$ cat config.mk
export PLATFORM = sky130hd
export DESIGN_NAME = kct_ctrl
export DESIGN_NICKNAME = d
export VERILOG_FILES = /design/src/kct_pkg.sv /design/src/kct_ctrl.sv
export VERILOG_INCLUDE_DIRS = /design/src /design/src/src
export SDC_FILE = /design/constraint.sdc
export NUM_CORES = 1
export LEC_CHECK = 0
export ABC_AREA = 1
export BUFFER_PORTS_ARGS = -buffer_cell sky130_fd_sc_hd__clkbuf_2
export CORE_MARGIN = 8
export CORE_UTILIZATION = 30
export CTS_BUF_LIST = sky130_fd_sc_hd__clkbuf_2
export DETAILED_ROUTE_END_ITERATION = 16
export HOLD_SLACK_MARGIN = 0.05
export SLEW_MARGIN = 20
export SYNTH_ARGS = -nofsm -noshare
export SYNTH_HDL_FRONTEND = slang
export SYNTH_SLANG_ARGS = --single-unit
$ cat constraint.sdc
create_clock -name clk_i -period 2.27 [get_ports clk_i]
set_clock_uncertainty 0.2 [all_clocks]
set_input_delay 0.3405 -clock clk_i [delete_from_list [all_inputs] [get_ports clk_i]]
set_output_delay 0.3405 -clock clk_i [all_outputs]
set_load 0.1 [all_outputs]
$ cat src/kuznyechik_cmac_tag_unit_assert.svh
// Assertion macros shared by the tag unit modules
`ifndef KUZNYECHIK_CMAC_TAG_UNIT_ASSERT_SVH
`define KUZNYECHIK_CMAC_TAG_UNIT_ASSERT_SVH

// Check that an antecedent implies a consequent in the same cycle
`define KCT_ASSERT_IMPL(lbl, clk, rst_n, ante, cons) \
  lbl: assert property (@(posedge clk) disable iff (!rst_n) (ante) |-> (cons)) \
    else $error("implication failed");

// Check that an antecedent implies a consequent in the next cycle
`define KCT_ASSERT_NEXT(lbl, clk, rst_n, ante, cons) \
  lbl: assert property (@(posedge clk) disable iff (!rst_n) (ante) |=> (cons)) \
    else $error("next-cycle implication failed");

`endif

$ cat src/kct_pkg.sv
// Package: cipher tables, round function and shared command types
package kct_pkg;

  localparam int unsigned BlkW = 128;
  localparam int unsigned NumRk = 10;
  localparam int unsigned RkIdxW = 4;
  localparam int unsigned KeyRegs = 4;
  localparam int unsigned AddrW = 5;
  localparam int unsigned FeistelRounds = 32;
  localparam logic [7:0] RbConst = 8'h87;
  localparam logic [7:0] PadByte = 8'h80;

  typedef logic [7:0] byte_t;

  localparam byte_t PiBox [256] = '{
    8'd252,8'd238,8'd221,8'd17,8'd207,8'd110,8'd49,8'd22,
    8'd251,8'd196,8'd250,8'd218,8'd35,8'd197,8'd4,8'd77,
    8'd233,8'd119,8'd240,8'd219,8'd147,8'd46,8'd153,8'd186,
    8'd23,8'd54,8'd241,8'd187,8'd20,8'd205,8'd95,8'd193,
    8'd249,8'd24,8'd101,8'd90,8'd226,8'd92,8'd239,8'd33,
    8'd129,8'd28,8'd60,8'd66,8'd139,8'd1,8'd142,8'd79,
    8'd5,8'd132,8'd2,8'd174,8'd227,8'd106,8'd143,8'd160,
    8'd6,8'd11,8'd237,8'd152,8'd127,8'd212,8'd211,8'd31,
    8'd235,8'd52,8'd44,8'd81,8'd234,8'd200,8'd72,8'd171,
    8'd242,8'd42,8'd104,8'd162,8'd253,8'd58,8'd206,8'd204,
    8'd181,8'd112,8'd14,8'd86,8'd8,8'd12,8'd118,8'd18,
    8'd191,8'd114,8'd19,8'd71,8'd156,8'd183,8'd93,8'd135,
    8'd21,8'd161,8'd150,8'd41,8'd16,8'd123,8'd154,8'd199,
    8'd243,8'd145,8'd120,8'd111,8'd157,8'd158,8'd178,8'd177,
    8'd50,8'd117,8'd25,8'd61,8'd255,8'd53,8'd138,8'd126,
    8'd109,8'd84,8'd198,8'd128,8'd195,8'd189,8'd13,8'd87,
    8'd223,8'd245,8'd36,8'd169,8'd62,8'd168,8'd67,8'd201,
    8'd215,8'd121,8'd214,8'd246,8'd124,8'd34,8'd185,8'd3,
    8'd224,8'd15,8'd236,8'd222,8'd122,8'd148,8'd176,8'd188,
    8'd220,8'd232,8'd40,8'd80,8'd78,8'd51,8'd10,8'd74,
    8'd167,8'd151,8'd96,8'd115,8'd30,8'd0,8'd98,8'd68,
    8'd26,8'd184,8'd56,8'd130,8'd100,8'd159,8'd38,8'd65,
    8'd173,8'd69,8'd70,8'd146,8'd39,8'd94,8'd85,8'd47,
    8'd140,8'd163,8'd165,8'd125,8'd105,8'd213,8'd149,8'd59,
    8'd7,8'd88,8'd179,8'd64,8'd134,8'd172,8'd29,8'd247,
    8'd48,8'd55,8'd107,8'd228,8'd136,8'd217,8'd231,8'd137,
    8'd225,8'd27,8'd131,8'd73,8'd76,8'd63,8'd248,8'd254,
    8'd141,8'd83,8'd170,8'd144,8'd202,8'd216,8'd133,8'd97,
    8'd32,8'd113,8'd103,8'd164,8'd45,8'd43,8'd9,8'd91,
    8'd203,8'd155,8'd37,8'd208,8'd190,8'd229,8'd108,8'd82,
    8'd89,8'd166,8'd116,8'd210,8'd230,8'd244,8'd180,8'd192,
    8'd209,8'd102,8'd175,8'd194,8'd57,8'd75,8'd99,8'd182
  };

  localparam byte_t LinCoef [16] = '{
    8'd148,8'd32,8'd133,8'd16,8'd194,8'd192,8'd1,8'd251,
    8'd1,8'd192,8'd194,8'd16,8'd133,8'd32,8'd148,8'd1
  };

  function automatic byte_t gf_mul(byte_t a, byte_t b);
    logic [8:0] x;
    byte_t r;
    x = {1'b0, a};
    r = '0;
    for (int i = 0; i < 8; i++) begin
      if (b[i]) r = r ^ x[7:0];
      x = {x[7:0], 1'b0};
      if (x[8]) x = x ^ 9'h1C3;
    end
    return r;
  endfunction

  // Byte i sits at bits 127-8i
  function automatic byte_t get_byte(logic [BlkW-1:0] v, int i);
    return v[BlkW-1-8*i -: 8];
  endfunction

  // One step of the linear map: shift right one byte, new byte 0
  function automatic logic [BlkW-1:0] r_step(logic [BlkW-1:0] v);
    byte_t t;
    t = '0;
    for (int i = 0; i < 16; i++) t = t ^ gf_mul(get_byte(v, i), LinCoef[i]);
    return {t, v[BlkW-1:8]};
  endfunction

  // Full linear map, used only on constants at elaboration
  function automatic logic [BlkW-1:0] lin_map(logic [BlkW-1:0] v);
    logic [BlkW-1:0] x;
    x = v;
    for (int r = 0; r < 16; r++) x = r_step(x);
    return x;
  endfunction

  function automatic logic [BlkW-1:0] sub_bytes(logic [BlkW-1:0] v);
    logic [BlkW-1:0] o;
    for (int i = 0; i < 16; i++) o[BlkW-1-8*i -: 8] = PiBox[get_byte(v, i)];
    return o;
  endfunction

  function automatic logic [BlkW-1:0] dbl(logic [BlkW-1:0] v);
    return {v[BlkW-2:0], 1'b0} ^ {120'd0, v[BlkW-1] ? RbConst : 8'h00};
  endfunction

  // Command from controller to datapath
  typedef enum logic [3:0] {
    OP_NONE, OP_KEY_LOAD, OP_FEI_SUB, OP_FEI_LIN, OP_FEI_STORE,
    OP_ENC_START, OP_ENC_SUB, OP_ENC_LIN, OP_ENC_FINAL,
    OP_SUBKEYS, OP_MSG_START
  } op_e;

  typedef struct packed {
    op_e         op;
    logic [4:0]  cnt;   // Feistel round index (0..31)
    logic [3:0]  rk;    // round key index
    logic        lin_last;
  } cmd_t;

  typedef struct packed {
    logic [4:0] byte_count;
    logic       last;
  } item_t;

endpackage

$ cat src/kct_ctrl.sv
// Controller: sequences key expansion, block encryption and handshakes
module kct_ctrl
  import kct_pkg::*;
(
  input  logic clk_i,
  input  logic rst_ni,
  input  logic key_wr_i,
  input  logic in_valid_i,
  input  logic in_last_i,
  output logic in_ready_o,
  output logic out_valid_o,
  input  logic out_ready_i,
  output logic out_load_o,
  output cmd_t cmd_o
);
  `include "kuznyechik_cmac_tag_unit_assert.svh"

  typedef enum logic [3:0] {
    S_IDLE, S_KLOAD, S_FSUB, S_FLIN, S_FSTORE, S_ESTART, S_ESUB, S_ELIN,
    S_EFIN, S_SUBK, S_OUT
  } state_e;

  state_e     state_q, state_d;
  logic [4:0] cnt_q, cnt_d;
  logic [3:0] rk_q, rk_d;
  logic [3:0] lin_q, lin_d;
  logic       kexp_q, kexp_d, pend_q, pend_d, last_q, last_d;
  logic       out_valid_q, out_valid_d;
  logic       accept;

  assign in_ready_o = (state_q == S_IDLE) && !pend_q && !key_wr_i;
  assign accept = in_valid_i && in_ready_o;

  always_comb begin
    state_d = state_q; cnt_d = cnt_q; rk_d = rk_q; lin_d = lin_q;
    kexp_d = kexp_q; pend_d = pend_q; last_d = last_q;
    out_valid_d = out_valid_q;
    cmd_o = '{op: OP_NONE, cnt: cnt_q, rk: rk_q, lin_last: lin_q == 4'd15};
    out_load_o = 1'b0;
    unique case (state_q)
      S_IDLE: begin
        if (key_wr_i || pend_q) begin
          pend_d = 1'b0;
          state_d = S_KLOAD;
          rk_d = '0;
        end else if (accept) begin
          cmd_o.op = OP_MSG_START;
          last_d = in_last_i;
          kexp_d = 1'b0;
          rk_d = '0;
          state_d = S_ESUB;
        end
      end
      S_KLOAD: begin
        cmd_o.op = OP_KEY_LOAD;
        if (rk_q == 4'd1) begin
          cnt_d = '0; state_d = S_FSUB;
        end else begin
          rk_d = rk_q + 4'd1;
        end
      end
      S_FSUB: begin
        cmd_o.op = OP_FEI_SUB;
        lin_d = '0;
        state_d = S_FLIN;
      end
      S_FLIN: begin
        cmd_o.op = OP_FEI_LIN;
        lin_d = lin_q + 4'd1;
        if (lin_q == 4'd15) begin
          cnt_d = cnt_q + 5'd1;
          if (cnt_q[2:0] == 3'd7) begin
            rk_d = {1'b0, cnt_q[4:3], 1'b0} + 4'd2;
            state_d = S_FSTORE;
          end else begin
            state_d = S_FSUB;
          end
        end
      end
      S_FSTORE: begin
        cmd_o.op = OP_FEI_STORE;
        if (rk_q[0] == 1'b0) begin
          rk_d = rk_q + 4'd1;
        end else if (cnt_q == '0) begin
          kexp_d = 1'b1;
          rk_d = '0;
          state_d = S_ESTART;
        end else begin
          state_d = S_FSUB;
        end
      end
      S_ESTART: begin
        cmd_o.op = OP_ENC_START;
        state_d = S_ESUB;
      end
      S_ESUB: begin
        cmd_o.op = OP_ENC_SUB;
        lin_d = '0;
        state_d = S_ELIN;
      end
      S_ELIN: begin
        cmd_o.op = OP_ENC_LIN;
        lin_d = lin_q + 4'd1;
        if (lin_q == 4'd0) rk_d = rk_q + 4'd1;
        if (lin_q == 4'd15) begin
          state_d = (rk_q == 4'd9) ? S_EFIN : S_ESUB;
        end
      end
      S_EFIN: begin
        cmd_o.op = OP_ENC_FINAL;
        rk_d = '0;
        if (kexp_q) state_d = S_SUBK;
        else if (last_q) state_d = S_OUT;
        else state_d = S_IDLE;
      end
      S_SUBK: begin
        cmd_o.op = OP_SUBKEYS;
        kexp_d = 1'b0;
        state_d = S_IDLE;
      end
      S_OUT: begin
        if (!out_valid_q || out_ready_i) begin
          out_load_o = 1'b1;
          last_d = 1'b0;
          state_d = S_IDLE;
        end
      end
      default: state_d = S_IDLE;
    endcase
    if (key_wr_i && state_q != S_IDLE) pend_d = 1'b1;
    if (out_valid_q && out_ready_i) out_valid_d = 1'b0;
    if (out_load_o) out_valid_d = 1'b1;
  end

  always_ff @(posedge clk_i or negedge rst_ni) begin
    if (!rst_ni) begin
      state_q <= S_IDLE; cnt_q <= '0; rk_q <= '0; lin_q <= '0;
      kexp_q <= 1'b0; pend_q <= 1'b0; last_q <= 1'b0;
      out_valid_q <= 1'b0;
    end else begin
      state_q <= state_d; cnt_q <= cnt_d; rk_q <= rk_d; lin_q <= lin_d;
      kexp_q <= kexp_d; pend_q <= pend_d; last_q <= last_d;
      out_valid_q <= out_valid_d;
    end
  end

  assign out_valid_o = out_valid_q;

  `KCT_ASSERT_IMPL(a_no_accept_busy, clk_i, rst_ni, accept, state_q == S_IDLE)
  `KCT_ASSERT_NEXT(a_out_holds, clk_i, rst_ni, out_valid_o && !out_ready_i, out_valid_o)
  `KCT_ASSERT_NEXT(a_accept_starts, clk_i, rst_ni, accept, state_q == S_ESUB)
  `KCT_ASSERT_IMPL(a_load_free, clk_i, rst_ni, out_load_o, !out_valid_q || out_ready_i)
endmodule

==> results of run 1 <==
[final timing paths]
kind	startpoint	to	slack (ns)
setup / recovery	state_q[3]	cmd_o[13]	0.07
hold / removal	key_wr_i	pend_q	0.22
hold reg to reg	lin_q[3]	lin_q[3]	0.34
min in group asynchronous	rst_ni	lin_q[2]	0.27
setup reg to reg	state_q[3]	state_q[0]	0.39
max in group asynchronous	rst_ni	cnt_q[1]	1.18
[sequential cells by signal, indices dropped and copies added (netlist names)]
name and count:
kexp_q 1, state_q 4, rk_q 4, lin_q 4, cnt_q 5, out_valid_o 1
pend_q 1, last_q 1
[cell usage after synthesis, drive strengths merged]
cell type  number
nand2          87
nor2           37
inv            33
nand3          25
dfrtp          21
o21ai          14
ha              9
a21oi           7
xor2            4
buf             3
nand4           3
clkinv          1
mux2i           1
nand3b          1
nor3            1
o31ai           1
o32ai           1
[repair_timing]
item                                    CTS  global route
buffers inserted                          1             1
hold buffers                              3             0
pin swaps                                 0             2
endpoints found under the setup margin    3             4
endpoints found under the hold margin    23             0
resized for setup                         4             9
[per-stage QoR]
| stage | cell area [um2] | utilization | TNS (ns) | worst slack, ns | total power [W] |
|---|---|---|---|---|---|
| floorplan | 1740 | - | -0.157 | -0.157 | 0.000382 |
| global placement | 2000 | 0.363 | 0 | 0.361 | 0.000395 |
| detailed placement | 2000 | 0.363 | 0 | 0.308 | 0.000396 |
| CTS | 2060 | 0.375 | 0 | 0.0134 | 0.000571 |
| global route | 2100 | 0.382 | -0.0442 | -0.0226 | 0.000584 |
| finish | 2100 | 0.382 | 0 | 0.0655 | 0.000563 |
[where the power goes]
group / internal [W] / switching [W]
Sequential: 0.000375 / 0.0000000000000000000436
Clock: 0.0000399 / 0.000130
Combinational: 0.00000681 / 0.0000111
Total: 0.000422 / 0.000141
[final cells by class]
type,count,area (um2)
Clock buffer,3,15.0
Clock inverter,1,5.00
Fill cell,573,3410
Inverter,34,138
Multi-Input combinational cell,191,1070
Sequential cell,21,532
Tap cell,72,90.1
Timing Repair Buffer,30,249
[worst min-delay path: cells and delay by family]
family / cells / cell delay, ns
AOI/OAI and AO/OA: 1 / 0.12
and+or+nand+nor: 1 / 0.06
buffers and inverters: 2 / 0.22
[placed cells by master (no fill, tap or decap), drive strengths merged]
| cell type | count |
|---|---|
| nor2 | 37 |
| o21ai | 14 |
| dfrtp | 21 |
| nand2 | 87 |
| xor2 | 4 |
| nor3 | 1 |
| buf | 11 |
| clkinvlp | 1 |
| o31ai | 1 |
| nand3b | 1 |
| a21oi | 7 |
| mux2i | 1 |
| ha | 9 |
| clkbuf | 19 |
| o32ai | 1 |
| nand3 | 25 |
| clkinv | 2 |
| dlygate4sd3 | 3 |
| inv | 32 |
| nand4 | 3 |
[metal layers]
metal / vias to the layer above / wire length [um] / global-route usage
li1: 846 / - / -
met1: 746 / 2100 / 0.143
met2: 44 / 2100 / 0.167
met3: 8 / 178 / 0.0107
met4: 0 / 72 / 0.0477
met5: - / 0 / 0
[cells by family (layout without fill, tap and decap cells)]
logic type,Yosys count,after routing,share of synthesized area
buffers and inverters,37,68,0.0947
DFF,21,21,0.308
AOI/OAI and AO/OA,23,23,0.0741
adders and majority gates,9,9,0.0661
xor gates and xnor gates,4,4,0.0206
and+or+nand+nor,154,154,0.430
muxes,1,1,0.00587
==> flow_metrics.py, run 1 <==
metrics = {
    "route": {
        "wl_mm": 4.44,
        "dr.pass1.iters": 4,
        "vias_per_cell": 4.67,
        "vias": 1644,
        "drcViolationCount": 0,
        "wl_per_cell_um": 12.6,
        "drt_iter0_drc": 163,
        "ant_nets": 0,
    },
    "worst_setup_path": {
        "cpMaxStageDelayCell": "dfrtp_2",
        "reg2reg_depth": 11,
        "slowest_delay_ns": 0.51,
        "arrival_ns": 1.66,
        "crit_top_cell": "nand3_4",
        "crit_chain": "nor2_8, nand3_4, clkinvlp_4, nand2_4, nand3_4, buf_12",
        "path_depth": 6,
        "startpoint_type": "register",
        "cpLargestDelayFamily": "flip-flops",
        "path_class": "reg2out",
        "cp_max_fo": 10,
        "path_buf_inv": 2,
        "worstPathRequired_ns": 1.73,
        "cp-end-kind": "output port",
    },
    "power": {
        "ir_drop_mv": 0.189,
        "p_per_area_nw_per_um2": 268,
        "p_leak_nw": 1.10,
    },
    "placed_design": {
        "dp.cells": 343,
        "finalWeightedCongestion": 0.917,
        "io_buffers": 22,
        "hpwl_mm": 3.46,
    },
    "logic_synthesis": {
        "synth_area_um2": 1700,
        "synth_area_per_cell_um2": 6.84,
        "synth_top_area_frac": 0.308,
        "synth.net_count": 264,
        "ys_seq_area_frac": 0.308,
        "ys_top_cells_by_area": "dfrtp_1 (31%), nand2_1 (17%), ha_1 (6.6%)",
        "ys_seq_elements": 21,
        "synth_top_area_cell": "dfrtp_1",
        "yosys_warnings": 0,
        "synth.distinct_cells": 27,
        "netlist_instances": 249,
    },
    "floorplanning": {
        "fp.dieH_um": 91.4,
        "io_pins": 23,
        "die_w_um": 91.4,
        "die_area_um2": 8350,
        "initial_core_util": 0.309,
        "core_um2": 5510,
        "std_cell_rows": 27,
    },
    "sta": {
        "slew_headroom": 0.619,
        "fin_crit_ns": 2.20,
        "setup-violations-final": 0,
        "max_freq_mhz": 454,
        "holdWs_ns": 0.221,
        "hold_viol": 0,
        "worst_pin_slew_ns": 0.572,
        "period_share": 0.971,
        "finalMaxSlewViolations": 0,
    },
    "cts": {
        "cts_tree": "done",
        "cts_buffers": 3,
        "clk_latency_ns": 0.35,
        "root_buffer": "clkbuf_2",
        "clockBufferDepth": 2,
        "clkSlewWorstSetupHoldPaths_ns": 0.24,
        "cts_sinks": 21,
        "htreeDepth": 1,
    },
    "grt": {
        "grt_pass1_vias": 1562,
        "antenna_found_initial": 0,
        "grt_usage": 0.106,
        "overflow": 0,
        "grt_max_degree": 22,
        "grt_pass1_wl_mm": 7.38,
    },
    "layout": {
        "stdcell_count": 352,
        "antenna-diode-count": 0,
        "area.growth.synth_to_final_pct": 23.3,
        "drive_gt1_frac": 0.271,
        "nNetsFinal": 296,
    },
    "flow_run": {
        "maxCapViolCount": 0,
    },
    "run_status": {
        "status": "complete, no violations",
    },
    "min_path": {
        "hold_path_class": "in2reg",
        "hold_path_depth": 4,
    },
}
No activity file was read; power rests on OpenSTA's default activity.
==> run 2, diff against run 1 <==
- CAP_MARGIN: unset -> 25
- PLACE_DENSITY: unset -> 0.55
==> run 2 against run 1 <==
  * Worst setup slack improved by 0.0030 ns
  * Combinational power decreased by 2%
  * Final cell count increased by 1.7%
  * Sequential power about the same
  * Largest cell class unchanged
  * Clock power increased by 4%
==> flow_metrics.py, run 2 (synthesis gave the netlist of run 1 again) <==
metrics = {
    "run_status": {
        "status": "complete, no violations",
    },
    "sta": {
        "finalMaxSlewViolations": 0,
        "fin_crit_ns": 2.20,
        "holdWs_ns": 0.192,
        "rsz0062_at_grt": "no",
        "hold_viol": 0,
        "worst_pin_slew_ns": 0.565,
        "max_freq_mhz": 454,
        "period_share": 0.970,
        "finalSetupTns_ns": 0,
        "setup-violations-final": 0,
        "slew_headroom": 0.623,
    },
    "worst_setup_path": {
        "cp_max_fo": 7,
        "crit_chain": "buf_4, nor2_4, buf_2",
        "worstPathRequired_ns": 1.73,
        "path_class": "reg2out",
        "cpMaxStageDelayCell": "dfrtp_2",
        "cp-end-kind": "output port",
        "startpoint_type": "register",
        "slowest_delay_ns": 0.49,
        "arrival_ns": 1.66,
    },
    "power": {
        "combPwrFrac": 0.031,
        "p_per_area_nw_per_um2": 267,
        "power.internal_w": 0.000422,
        "switching_power_w": 0.000147,
        "p_leak_nw": 1.12,
        "seq_power_share": 0.660,
        "ir_drop_mv": 0.139,
        "clkPwrFrac": 0.309,
        "p_sw_frac": 0.258,
    },
    "floorplanning": {
        "io_pins": 23,
        "die_area_um2": 8350,
        "std_cell_rows": 27,
        "fp.dieH_um": 91.4,
        "die_w_um": 91.4,
        "initial_core_util": 0.309,
        "core_um2": 5510,
    },
    "cts": {
        "clk_latency_ns": 0.36,
        "cts_buffers": 3,
        "cts_tree": "done",
        "htreeDepth": 1,
        "clkSlewWorstSetupHoldPaths_ns": 0.24,
        "cts_sinks": 21,
        "clockBufferDepth": 2,
        "root_buffer": "clkbuf_2",
    },
    "route": {
        "ant_nets": 0,
        "wl_mm": 4.62,
        "wl_per_cell_um": 12.9,
        "vias": 1648,
        "vias_per_cell": 4.60,
        "dr.pass1.iters": 4,
        "drt_iter0_drc": 139,
        "drcViolationCount": 0,
    },
    "layout": {
        "nNetsFinal": 302,
        "largest-register": "cnt_q",
        "largest_reg_flops": 5,
        "antenna-diode-count": 0,
        "most-common-layout-cells": "nand2_1 (76), inv_1 (25), nor2_1 (23)",
        "drive_gt1_frac": 0.290,
        "area.growth.synth_to_final_pct": 25.0,
        "utilization": 0.387,
        "mostFrequentLayoutCell": "nand2_1",
    },
    "flow_run": {
        "maxCapViolCount": 0,
    },
    "grt": {
        "overflow": 0,
        "grt_pass1_vias": 1604,
        "grt_pass1_wl_mm": 7.74,
        "antenna_found_initial": 0,
        "grt_max_degree": 22,
        "grt_usage": 0.114,
    },
    "placed_design": {
        "hpwl_mm": 3.61,
        "io_buffers": 22,
        "finalWeightedCongestion": 0.874,
    },
    "min_path": {
        "hold_path_class": "in2reg",
    },
}
-- run 2: power by group through the flow --
stage               Combinational (W)  Clock (W)  Sequential [W]
finish                      0.0000175   0.000176        0.000375
global route                0.0000199   0.000196        0.000375
CTS                         0.0000186   0.000177        0.000375
detailed placement          0.0000145          0        0.000381
global placement            0.0000144          0        0.000381
floorplan                 0.000000783          0        0.000381
-- run 2: worst paths after layout --
path / startpoint / endpoint / slack, ns / cells past startpoint
min in group asynchronous: rst_ni / lin_q[1] / 0.25 / 2
max in group asynchronous: rst_ni / state_q[1] / 1.21 / 2
min: key_wr_i / pend_q / 0.19 / 4
max reg2reg: state_q[3] / state_q[0] / 0.41 / 11
max: state_q[3] / cmd_o[12] / 0.07 / 3
min reg2reg: lin_q[3] / lin_q[3] / 0.34 / 1
-- run 2: area by class of cell --
class | count | area [um2]
repair buffers | 36 | 292
clock inverters | 1 | 5.00
fillers | 593 | 3380
multi-input cells | 191 | 1060
flip-flops and latches | 21 | 532
inverters | 34 | 138
well taps | 72 | 90.1
clock buffers | 3 | 15.0
-- run 2: through the flow --
stage | total power, W | setup slack [ns] | std cells | area [um2]
CTS | 0.000570 | 0.0364 | 353 | 2080
floorplan | 0.000382 | -0.157 | 249 | 1740
detailed placement | 0.000396 | 0.309 | 343 | 2000
finish | 0.000568 | 0.0686 | 358 | 2130
global placement | 0.000396 | 0.352 | 343 | 2000
global route | 0.000591 | 0.00559 | 358 | 2130
-- run 2: repair_timing --
item	CTS	global route
hold buffers	3	0
resized for setup	5	7
pin swaps	0	2
hold endpoints to repair	23	0
setup buffers	3	5
setup endpoints to repair	4	4
-- run 2: worst max-delay path, delay by kind of cell, from the launching register on --
kind	cells	cell delay (ns)
DFF	1	0.49
and+or+nand+nor	1	0.17
buffers and inverters	2	0.65
-- run 2: metal layers --
layer  routed length, um  vias to the layer above  track usage
met5                   0                        -            0
met4                  85                        0       0.0450
met3                 207                        7       0.0222
met2                2090                       36        0.177
met1                2230                      752        0.150
li1                    -                      853            -
